==> src/design/frfc_pkg.sv <==
`timescale 1ns / 1ps

package frfc_pkg;

  // Command codes carried on tuser
  localparam logic CMD_LOAD  = 1'b0;
  localparam logic CMD_QUERY = 1'b1;

  // Fixed field widths
  localparam int IDX_W  = 6;
  localparam int FLD_W  = 16;
  localparam int CNT_W  = 7;
  localparam int EXTRA_W = 20;
  // Width that holds every size, count and request total without overflow
  localparam int CW     = 33;
  // Fraction point of extra_fraction (Q4.12)
  localparam int FRAC_W = 12;

  // Packed input tdata layout, lowest bit first
  localparam int S_TDATA_W   = 72;
  localparam int OFS_IDX     = 0;
  localparam int OFS_RSIZE   = 6;
  localparam int OFS_REQSIZE = 22;
  localparam int OFS_REQCNT  = 38;
  localparam int OFS_FRAC    = 54;
  localparam int M_TDATA_W   = 8;

  // Running chunk count saturates one above any request count
  localparam int CHUNK_W = 17;
  localparam logic [CHUNK_W-1:0] COUNT_SAT = 17'h10000;

  typedef enum logic [3:0] {
    ST_IDLE,
    ST_MUL,
    ST_SUM,
    ST_READ,
    ST_CHECK,
    ST_DIV,
    ST_POST,
    ST_DECIDE,
    ST_FINISH
  } state_t;

endpackage

==> src/design/frfc_mul.sv <==
`timescale 1ns / 1ps

// Shift-add multiplier, one multiplier bit per cycle
module frfc_mul
  import frfc_pkg::*;
(
  input  logic               clk,
  input  logic               rst,
  input  logic               start,
  input  logic [FLD_W-1:0]   a,
  input  logic [FLD_W-1:0]   b,
  output logic               busy,
  output logic [2*FLD_W-1:0] product
);

  localparam int CNTW = $clog2(FLD_W + 1);

  logic [CNTW-1:0]  cnt;
  logic [FLD_W-1:0] mcand;
  logic [FLD_W-1:0] hi;
  logic [FLD_W-1:0] lo;
  logic [FLD_W:0]   sum;

  assign busy    = (cnt != '0);
  assign product = {hi, lo};

  // partial sum for the current multiplier bit
  always_comb begin
    sum = {1'b0, hi} + (lo[0] ? {1'b0, mcand} : '0);
  end

  always_ff @(posedge clk) begin
    if (rst) begin
      cnt <= '0;
    end else if (start) begin
      cnt <= CNTW'(FLD_W);
    end else if (busy) begin
      cnt <= cnt - 1'b1;
    end
  end

  always_ff @(posedge clk) begin
    if (start) begin
      mcand <= a;
      hi    <= '0;
      lo    <= b;
    end else if (busy) begin
      hi <= sum[FLD_W:1];
      lo <= {sum[0], lo[FLD_W-1:1]};
    end
  end

endmodule

==> src/design/frfc_div.sv <==
`timescale 1ns / 1ps

// Restoring divider, one quotient bit per cycle
module frfc_div
  import frfc_pkg::*;
#(
  parameter int N = 16
) (
  input  logic             clk,
  input  logic             rst,
  input  logic             start,
  input  logic [N-1:0]     dividend,
  input  logic [FLD_W-1:0] divisor,
  output logic             busy,
  output logic [N-1:0]     quotient,
  output logic [FLD_W-1:0] remainder
);

  localparam int CNTW = $clog2(N + 1);

  logic [CNTW-1:0]  cnt;
  logic [FLD_W-1:0] dvs;
  logic [FLD_W-1:0] rem;
  logic [N-1:0]     quo;
  logic [FLD_W:0]   trial;
  logic [FLD_W:0]   diff;
  logic             ge;

  assign busy      = (cnt != '0);
  assign quotient  = quo;
  assign remainder = rem;

  // trial subtract of the next partial remainder
  always_comb begin
    trial = {rem, quo[N-1]};
    ge    = (trial >= {1'b0, dvs});
    diff  = trial - {1'b0, dvs};
  end

  always_ff @(posedge clk) begin
    if (rst) begin
      cnt <= '0;
    end else if (start) begin
      cnt <= CNTW'(N);
    end else if (busy) begin
      cnt <= cnt - 1'b1;
    end
  end

  always_ff @(posedge clk) begin
    if (start) begin
      dvs <= divisor;
      rem <= '0;
      quo <= dividend;
    end else if (busy) begin
      rem <= ge ? diff[FLD_W-1:0] : trial[FLD_W-1:0];
      quo <= {quo[N-2:0], ge};
    end
  end

endmodule

==> src/design/frfc_table.sv <==
`timescale 1ns / 1ps

// Region size table, one write and one registered read port
module frfc_table
  import frfc_pkg::*;
#(
  parameter int DEPTH = 64,
  parameter int AW    = 6,
  parameter int WIDTH = 16
) (
  input  logic             clk,
  input  logic             wr_en,
  input  logic [AW-1:0]    wr_addr,
  input  logic [WIDTH-1:0] wr_data,
  input  logic             rd_en,
  input  logic [AW-1:0]    rd_addr,
  output logic [WIDTH-1:0] rd_data
);

  logic [WIDTH-1:0] mem [DEPTH];

  always_ff @(posedge clk) begin
    if (wr_en) begin
      mem[wr_addr] <= wr_data;
    end
  end

  always_ff @(posedge clk) begin
    if (rd_en) begin
      rd_data <= mem[rd_addr];
    end
  end

endmodule

==> src/design/free_region_fit_check.sv <==
`timescale 1ns / 1ps

// Channel  Dir  Signals                          Contents
// s        in   s_tvalid s_tready s_tdata        region/request fields
//               s_tuser s_tlast                  cmd, region_last
// m        out  m_tvalid m_tready m_tdata        available, queries only
//
// A load writes the table directly. A query runs the two shift-add multiplies
// together, then walks the regions in order, starting the serial divider on a
// region whenever at least one request_size chunk fits in it.
// Synchronous active-high reset clears the region count and all control.
// A result waits in the output register; loads are still taken meanwhile.
module free_region_fit_check
  import frfc_pkg::*;
#(
  parameter int MAX_REGIONS = 64,
  parameter int SIZE_BITS   = 16
) (
  input  logic                 clk,
  input  logic                 rst,
  input  logic                 s_tvalid,
  output logic                 s_tready,
  // region_index, region_size, request_size, request_count, extra_fraction
  input  logic [S_TDATA_W-1:0] s_tdata,
  // cmd
  input  logic                 s_tuser,
  input  logic                 s_tlast,
  output logic                 m_tvalid,
  input  logic                 m_tready,
  // available
  output logic [M_TDATA_W-1:0] m_tdata
);

  localparam int AW = (MAX_REGIONS > 1) ? $clog2(MAX_REGIONS) : 1;

  state_t state, state_next;

  logic [CNT_W-1:0]   region_count;
  logic [CNT_W-1:0]   idx;
  logic [FLD_W-1:0]   req_size;
  logic [FLD_W-1:0]   req_count;
  logic [EXTRA_W-1:0] extra;
  logic [CW-1:0]      need_all;
  logic [CHUNK_W-1:0] chunks;
  logic               have_extra;
  logic               result;
  logic               out_valid;
  logic               out_data;

  // handshake and field taps
  logic               s_acc;
  logic [IDX_W-1:0]   in_idx;
  logic               load_ok;

  // control from the sequencer
  logic mul_start, div_start, rd_en, finish_set, finish_val, go_next, take_extra;

  // unit results
  logic               mul_ext_busy, mul_all_busy;
  logic [2*FLD_W-1:0] prod_ext, prod_all;
  logic               div_busy;
  logic [SIZE_BITS-1:0] div_quo;
  logic [FLD_W-1:0]   div_rem;
  logic [SIZE_BITS-1:0] rd_data;

  // compares against the current region
  logic [CW-1:0] r_w, size_w, extra_w, chunk_sum;
  logic          hit_all, can_chunk, fits_extra, last_region;

  assign s_tready = (state == ST_IDLE);
  assign s_acc    = s_tvalid && s_tready;
  assign in_idx   = s_tdata[OFS_IDX +: IDX_W];
  assign load_ok  = s_acc && (s_tuser == CMD_LOAD) && (32'(in_idx) < MAX_REGIONS);
  assign m_tvalid = out_valid;
  assign m_tdata  = {{(M_TDATA_W-1){1'b0}}, out_data};

  assign r_w         = CW'(rd_data);
  assign size_w      = CW'(req_size);
  assign extra_w     = CW'(extra);
  assign hit_all     = (r_w >= need_all);
  assign can_chunk   = (req_size != '0) && (r_w >= size_w);
  assign fits_extra  = (r_w >= extra_w);
  assign last_region = ((idx + 1'b1) == region_count);
  assign chunk_sum   = CW'(chunks) + CW'(div_quo);

  // extra piece and chunk totals
  frfc_mul u_mul_ext (
    .clk     (clk),
    .rst     (rst),
    .start   (mul_start),
    .a       (s_tdata[OFS_REQSIZE +: FLD_W]),
    .b       (s_tdata[OFS_FRAC +: FLD_W]),
    .busy    (mul_ext_busy),
    .product (prod_ext)
  );

  frfc_mul u_mul_all (
    .clk     (clk),
    .rst     (rst),
    .start   (mul_start),
    .a       (s_tdata[OFS_REQSIZE +: FLD_W]),
    .b       (s_tdata[OFS_REQCNT +: FLD_W]),
    .busy    (mul_all_busy),
    .product (prod_all)
  );

  frfc_div #(
    .N (SIZE_BITS)
  ) u_div (
    .clk       (clk),
    .rst       (rst),
    .start     (div_start),
    .dividend  (rd_data),
    .divisor   (req_size),
    .busy      (div_busy),
    .quotient  (div_quo),
    .remainder (div_rem)
  );

  frfc_table #(
    .DEPTH (MAX_REGIONS),
    .AW    (AW),
    .WIDTH (SIZE_BITS)
  ) u_table (
    .clk     (clk),
    .wr_en   (load_ok),
    .wr_addr (AW'(in_idx)),
    .wr_data (SIZE_BITS'(s_tdata[OFS_RSIZE +: FLD_W])),
    .rd_en   (rd_en),
    .rd_addr (AW'(idx)),
    .rd_data (rd_data)
  );

  // state register
  always_ff @(posedge clk) begin
    if (rst) begin
      state <= ST_IDLE;
    end else begin
      state <= state_next;
    end
  end

  // sequencer: next state and controls
  always_comb begin
    state_next = state;
    mul_start  = 1'b0;
    div_start  = 1'b0;
    rd_en      = 1'b0;
    finish_set = 1'b0;
    finish_val = 1'b0;
    go_next    = 1'b0;
    take_extra = 1'b0;
    case (state)
      ST_IDLE: begin
        if (s_acc && (s_tuser == CMD_QUERY)) begin
          mul_start  = 1'b1;
          state_next = ST_MUL;
        end
      end
      ST_MUL: begin
        if (!mul_ext_busy && !mul_all_busy) begin
          state_next = ST_SUM;
        end
      end
      ST_SUM: begin
        if (region_count == '0) begin
          finish_set = 1'b1;
        end else begin
          state_next = ST_READ;
        end
      end
      ST_READ: begin
        rd_en      = 1'b1;
        state_next = ST_CHECK;
      end
      ST_CHECK: begin
        if (hit_all) begin
          finish_set = 1'b1;
          finish_val = 1'b1;
        end else if (can_chunk) begin
          div_start  = 1'b1;
          state_next = ST_DIV;
        end else if (fits_extra && (CHUNK_W'(req_count) <= chunks)) begin
          finish_set = 1'b1;
          finish_val = 1'b1;
        end else begin
          take_extra = fits_extra;
          go_next    = 1'b1;
        end
      end
      ST_DIV: begin
        if (!div_busy) begin
          state_next = ST_POST;
        end
      end
      ST_POST: begin
        state_next = ST_DECIDE;
      end
      ST_DECIDE: begin
        if ((chunks > CHUNK_W'(req_count)) ||
            ((chunks == CHUNK_W'(req_count)) && have_extra)) begin
          finish_set = 1'b1;
          finish_val = 1'b1;
        end else begin
          go_next = 1'b1;
        end
      end
      ST_FINISH: begin
        if (!out_valid || m_tready) begin
          state_next = ST_IDLE;
        end
      end
      default: begin
        state_next = ST_IDLE;
      end
    endcase
    // advance to the next region or give up after the last one
    if (go_next) begin
      if (last_region) begin
        finish_set = 1'b1;
      end else begin
        state_next = ST_READ;
      end
    end
    if (finish_set) begin
      state_next = ST_FINISH;
    end
  end

  // control registers
  always_ff @(posedge clk) begin
    if (rst) begin
      region_count <= '0;
      out_valid    <= 1'b0;
    end else begin
      if (load_ok && s_tlast) begin
        region_count <= CNT_W'(in_idx) + 1'b1;
      end
      if ((state == ST_FINISH) && (!out_valid || m_tready)) begin
        out_valid <= 1'b1;
      end else if (m_tready) begin
        out_valid <= 1'b0;
      end
    end
  end

  // query datapath
  always_ff @(posedge clk) begin
    if (mul_start) begin
      req_size  <= s_tdata[OFS_REQSIZE +: FLD_W];
      req_count <= s_tdata[OFS_REQCNT +: FLD_W];
    end
    if (state == ST_SUM) begin
      extra      <= prod_ext[2*FLD_W-1:FRAC_W];
      need_all   <= CW'(prod_all) + CW'(prod_ext[2*FLD_W-1:FRAC_W]);
      chunks     <= '0;
      have_extra <= 1'b0;
      idx        <= '0;
    end
    if (take_extra) begin
      have_extra <= 1'b1;
    end
    if (state == ST_POST) begin
      chunks <= (chunk_sum > CW'(COUNT_SAT)) ? COUNT_SAT : chunk_sum[CHUNK_W-1:0];
      if (CW'(div_rem) >= extra_w) begin
        have_extra <= 1'b1;
      end
    end
    if (go_next) begin
      idx <= idx + 1'b1;
    end
    if (finish_set) begin
      result <= finish_val;
    end
    if ((state == ST_FINISH) && (!out_valid || m_tready)) begin
      out_data <= result;
    end
  end

endmodule
==> config.mk <==
export PLATFORM = sky130hd
export DESIGN_NAME = free_region_fit_check
export DESIGN_NICKNAME = d
export VERILOG_FILES = /design/src/design/frfc_pkg.sv /design/src/design/frfc_mul.sv /design/src/design/frfc_div.sv /design/src/design/frfc_table.sv /design/src/design/free_region_fit_check.sv
export SDC_FILE = /design/constraint.sdc
export NUM_CORES = 2
export LEC_CHECK = 0
export BUFFER_PORTS_ARGS = -buffer_cell sky130_fd_sc_hd__clkbuf_2
export CAP_MARGIN = 20
export CORE_ASPECT_RATIO = 0.5
export CORE_MARGIN = 1
export CORE_UTILIZATION = 55
export DETAILED_ROUTE_END_ITERATION = 8
export GPL_ROUTABILITY_DRIVEN = 0
export PLACE_DENSITY_LB_ADDON = 0.25
export SETUP_SLACK_MARGIN = 0.2
export SLEW_MARGIN = 40
export SYNTH_ARGS = -nofsm -noshare
export SYNTH_HDL_FRONTEND = slang
export SYNTH_SLANG_ARGS = --single-unit
==> constraint.sdc <==
create_clock -name clk -period 7.75 [get_ports clk]
set_input_delay 0.775 -clock clk [delete_from_list [all_inputs] [get_ports clk]]
set_output_delay 0.775 -clock clk [all_outputs]
set_load 0.02 [all_outputs]
## After elaboration in Yosys (flattened, before gate mapping)

Memories as Yosys holds them, arrays and structs flattened. A register that Yosys moved wholly into a read port is not among the register bits.
Index checks and enable logic that the tools add are counted.

- Eq/ne operators: 10
- Bitwise logic cells: 1
- $lt $le $gt $ge: 8
- Reductions and logical operators: 29
- $add $sub $neg: 10
- Mux-type cells: 63

Operators by type and width:

| kind | count |
|---|---|
| $mux 16 | 9 |
| $mux 17 | 3 |
| $ge 16x20->1 | 2 |
| $mux 4 | 10 |
| $pmux 4 s9 | 1 |
| $add 16x17->17 | 2 |
| $add 32x20->33 | 1 |
| $ge 16x33->1 | 1 |
| $mux 5 | 6 |
| $mux 1 | 29 |
| $add 17x16->18 | 1 |
| $gt 18x17->1 const B | 1 |
| $eq 17x16->1 | 1 |
| $ge 17x16->1 | 1 |
| $gt 17x16->1 | 1 |
| $le 16x17->1 | 1 |
| $eq 4x3->1 const B | 4 |
| $ge 16x16->1 | 1 |
| $reduce_bool 16->1 | 1 |
| $sub 16x16->16 | 1 |
| $reduce_bool 5->1 | 3 |
| $sub 5x1->5 const B | 3 |
| $mux 7 | 2 |
| $reduce_bool 2->1 | 6 |
| 15 further kinds | 30 |

- Flip-flop bits (word level): 251
- Memories: 1
- RAM bits: 1024

Memories:

| name | words | width | rd ports | clocked after Yosys merged registers in | wr ports | RTL line | RTL |
|---|---|---|---|---|---|---|---|
| u_table.mem | 64 | 16 | 1 | 1 | 1 | frfc_table.sv:20 | `logic [WIDTH-1:0] mem [DEPTH];` |

## Depth between registers and ports, before layout

- Depth after elaboration: 9
- Gate-level depth with buffers: 13
- Mapped depth without buffers: 12

## Modules after synthesis

A second synthesis with hierarchy kept.

- Cell total of the unflattened synthesis: 3493
- Area, all modules: 57605.2 µm²

By module, submodules not included:

| module | instances | area each (µm²) | sequential area each (µm²) | cells an instance |
|---|---|---|---|---|
| frfc_table | 1 | 40202.3 | 31230.0 | 1829 |
| free_region_fit_check | 1 | 8669.6 | 3593.4 | 854 |
| frfc_div | 1 | 2962.8 | 1381.3 | 273 |
| frfc_mul (u_mul_all) | 1 | 2887.8 | 1381.3 | 272 |
| frfc_mul (u_mul_ext) | 1 | 2882.8 | 1381.3 | 265 |

## Worst setup path after synthesis

OpenSTA, ideal clock, no wires.

- Path type: reg2reg
- Start: reg state[1]
- End: mem u_table.mem[31][0] (enable)
- Clock period less this slack: 4.017 ns
- Cell stages (with the launch flop): 6
- Library setup time: 0.430 ns
- Data arrival time: 3.587 ns
- Data required time: 7.320 ns
- Setup slack: 3.733 ns
- Cells stage by stage: dfxtp_1 clkbuf_1 nor4_1 nand2_1 or2_1 nor4_1

- Cells in the longest elaborated chain, start to end: 5

RTL lines:

| element | RTL line | RTL |
|---|---|---|
| start: declaration | free_region_fit_check.sv:36 | `state_t state, state_next;` |
| start signal: assignment | free_region_fit_check.sv:139 | `state <= state_next;` |
| $logic_not 4->1 | free_region_fit_check.sv:70 | `assign s_tready = (state == ST_IDLE);` |
| named net s_tready | free_region_fit_check.sv:22 | `output logic s_tready,` |
| $logic_and 1x1->1 | free_region_fit_check.sv:71 | `assign s_acc = s_tvalid && s_tready;` |
| $logic_and 1x1->1 | free_region_fit_check.sv:73 | `assign load_ok = s_acc && (s_tuser == CMD_LOAD) && (32'(in_idx) < MAX_REGIONS);` |
| $mux 1 | frfc_table.sv:23 | `if (wr_en) begin` |
| $mux 1 (not written as such) | frfc_table.sv:24 | `mem[wr_addr] <= wr_data;` |
| end: declaration | frfc_table.sv:20 |  |

The timed path passes the listed nets, and every way through them passes these cells.

## Worst setup path in the final report

- Start: reg u_table.rd_data[4] (read register of u_table.mem)
- End: reg u_div.quo[8], in the netlist u_div.quotient[8] (data pin)

- Cells in the longest elaborated chain, start to end: 6
- Elaborated cells between the ends (all ways): 7
- Those cells by class: order compare: 2; mux: 4; reduce/logical: 1

RTL lines:

| element | RTL line | RTL |
|---|---|---|
| start: declaration | frfc_table.sv:17 | `output logic [WIDTH-1:0] rd_data` |
| $ge 16x16->1 | free_region_fit_check.sv:81 | `assign can_chunk = (req_size != '0) && (r_w >= size_w);` |
| $logic_and 1x1->1 | free_region_fit_check.sv:81 |  |
| $mux 1 | free_region_fit_check.sv:180 | `end else if (can_chunk) begin` |
| $mux 1 * | free_region_fit_check.sv:177 | `if (hit_all) begin` |
| $mux 1 * | free_region_fit_check.sv:153 | `case (state)` |
| $mux 16 * | frfc_div.sv:51 | `if (start) begin` |
| end signal: assignment | frfc_div.sv:54 | `quo <= dividend;` |
| end signal: assignment | frfc_div.sv:57 | `quo <= {quo[N-2:0], ge};` |
| end: declaration | frfc_div.sv:24 | `logic [N-1:0] quo;` |

Every way passes the cells marked *; elsewhere a longest branch is shown, timed or not.
A chain may end at the register's enable or synchronous reset.

==> impl_metrics.yaml <==
worst_setup_path:
  worstPathRequired_ns: 8.19
  end_kind: "flop"
  critical_path_class: "flop to flop"
  crit_arrival_ns: 4.35
  crit_fanout: 56
  startpoint_type: "flop"
pwr:
  pwr-share-clk: 0.309
  netSwitchingPower_mw: 5.01
  p_sw_frac: 0.282
  peakVddDrop_v: 0.000172
  finalPower_mw: 17.8
  power.density_mw_per_mm2: 289
  total_leakage_power_nw: 21.0
  internal_power_mw: 12.7
  pwr-share-seq: 0.478
  comb_power_share: 0.213
sta:
  tns_ns: 0
  fin_crit_ns: 3.91
  worst-slew-pin-transition_ns: 0.898
  max_slew_margin: 0.401
  rsz0062_at_grt: "no"
  fmax_ghz: 0.256
  fin_crit_sh: 0.505
  final_max_slew_viol_count: 0
  finalSetupViolations: 0
  hold_violations: 0
  fin_worst_skew_ns: 0.0466
clock_tree:
  clockBufferDepth: 3
  htree_levels: 3
  cts_sinks: 1291
  clk_pin_slew_ns: 0.07
  tritoncts: "built"
  postCtsHoldBufs: 0
  post_cts_resized: 0
  clk_root_buffer_cell: "clkbuf_16"
  postCtsSetupBuffers: 0
  clk_latency_ns: 0.73
  cts_buffers: 107
logic_synthesis:
  synth_enable_flop_cells: 1215
  synth-seq-cells: 1291
  yosys.area_share.simple: 0.0587
  synth_compound_area_frac: 0.0420
  synth_cell_types: 72
  synth_adder_area_share: 0.0406
  syn_area_mm2: 0.0554
  synth.largest_area_cell: "edfxtp_1"
  postSynthCellCount: 3210
  async_flop_share: 0
  synth_area_per_cell_um2: 17.3
  synth_warnings: 0
  synthFlopType: "edfxtp_1"
  ys_seq_area_frac: 0.686
  synth_xor_area_frac: 0.0134
  synth_area_leaders: "edfxtp_1 (66%), mux4_2 (14%), ha_1 (3.9%)"
  synthMuxAreaShare: 0.141
  synth_top_family_by_area: "multiplexers"
  yosys.area.top_type_share: 0.658
placement:
  io_buffer_count: 78
  place.detailed.hpwl_mm: 77.8
drt:
  wire_per_inst_um: 27.0
  viasPerCell: 6.28
  final_antenna_net_count: 0
  first_pass_iters: 8
  vias: 30065
  drc: 2
  routed_wl_mm: 129
  drtIter0Drc: 3280
global_route:
  grt_first_pass_wirelength_mm: 191
  antenna_found_initial: 4
  grt_overflow: 0
  grt_max_degree: 91
  grt_pass1_vias: 29403
  grt.total_usage: 0.257
final_layout:
  layout-drive-gt1-share: 0.212
  nets: 3623
  area_growth_pct: 10.8
  num-fill-cells: 6854
  n_antenna_cell: 0
status:
  violations: "DRC"
  status: "complete, but fails checks"
floorplan:
  core_area_mm2: 0.0988
  initial_core_util: 0.561
  fp-row-count: 81
  die_area_mm2: 0.102
  die_y_um: 226
  io_pins: 88
  fp.dieW_um: 451
hold_path:
  hold_path_class: "input port to flop"
job:
  max_cap_viol_count: 0
-- metrics by stage --
stage	hold slack [ns]	area [µm²]	cells	setup slack (ns)	util
after floorplan	0.400	55500	3216	3.73	-
after global placement	0.443	57800	4582	3.84	0.584
after detailed placement	0.421	57900	4586	3.92	0.586
after CTS	0.190	61400	4783	3.87	0.621
after global routing	0.199	61400	4784	3.71	0.621
final	0.242	61400	4784	3.84	0.621
-- sequential cells by signal, indices dropped and copies added, names as in the netlist, 4 cells and up --
signal           cells
need_all            33
u_mul_ext.hi        16
u_table.mem       1024
chunks              17
u_div.dvs           16
u_div.remainder     16
u_div.cnt            5
extra               20
u_mul_all.cnt        5
idx                  7
u_mul_ext.cnt        5
u_mul_all.hi        16
u_div.quotient      16
req_count           16
u_mul_ext.lo        16
state                4
u_mul_all.lo        16
u_mul_all.mcand     16
u_table.rd_data     16
region_count         7
-- per-layer routing --
layer | global-route usage | part of all wire | wire length [µm] | vias to the layer above
met1 | 0.360 | 0.41 | 52900 | 15606
met2 | 0.419 | 0.48 | 62500 | 1196
met4 | 0.0675 | 0.026 | 3340 | 2
met5 | 0 | 0.00010 | 13 | -
li1 | - | - | - | 13053
met3 | 0.0472 | 0.080 | 10300 | 208
-- cell type report --
class / instances / area (µm²) / area share
Sequential cell: 1291 / 38000 / 0.619
Multi-Input combinational cell: 1672 / 16500 / 0.269
Clock buffer: 132 / 2780 / 0.0453
Tap cell: 1328 / 1660 / 0.0271
Timing Repair Buffer: 179 / 1280 / 0.0209
Clock inverter: 65 / 731 / 0.0119
Inverter: 117 / 440 / 0.00717
-- power groups by stage --
stage	sequential [mW]	clock [mW]	combinational, mW
global route	8.52	5.82	4.22
global placement	8.63	0	3.61
finish	8.49	5.49	3.79
detailed placement	8.63	0	3.75
floorplan	8.48	0	2.90
CTS	8.48	5.58	3.78
-- Yosys cell counts, drive strengths merged (29+ instances only) --
cell type and number:
dfxtp 76, nand3 33, a211oi 39, nand2 209, nor3 60, edfxtp 1215, xnor2 56, and2 34
a21oi 126, o21ai 74, buf 59, ha 172, nor2 188, inv 117, mux4 336, xor2 29
clkbuf 77
-- cells in the final DEF, fill, tap and decap left out, types with 19 or more instances in the layout --
cell       synthesis  final
and3_1            20     20
xor2_1            29     29
and2_1            34     34
a21oi_1          126    126
xnor2_1           56     56
buf_4              8     89
nor3_1            60     56
nor2_1           188    170
or3_1             20     19
mux4_2           336    336
ha_1             172    172
dfxtp_1           76     76
o21a_1            21     21
clkbuf_16          0    107
nand3_1           33     32
o21ai_0           67     67
clkbuf_1          77     24
nor4_1            21     20
nand2_1          209    209
a21o_1            23     23
clkbuf_2           0     71
inv_1            116    115
edfxtp_1        1215   1215
clkinv_1           0     24
a211oi_1          34     34
-- path summary, 6_finish.rpt --
check / cells past startpoint / from / end / slack [ns]
max reg2reg: 9 / u_table.rd_data[4] / u_div.quotient[8] / 3.84
max: 9 / u_table.rd_data[4] / u_div.quotient[8] / 3.84
min reg2reg: 0 / result / out_data / 0.47
min: 1 / s_tdata[22] / u_mul_all.mcand[0] / 0.24
-- critical path, cell delays in order (launching register included) --
cell and delay, ns:
edfxtp_1 0.60, ha_1 0.40, a21oi_1 0.17, nor2_1 0.06, o31ai_1 0.39, a21oi_1 0.25
o31ai_1 0.48, nor2b_4 0.23, buf_4 0.61, mux2_2 0.41
-- kinds of logic after synthesis --
group           Yosys count
flops                  1291
simple gates            682
compound gates          364
mux                     357
buf+inv                 253
fa+ha+maj               177
xor+xnor                 85
other cells               1
Power figures use the tool's default switching activity.
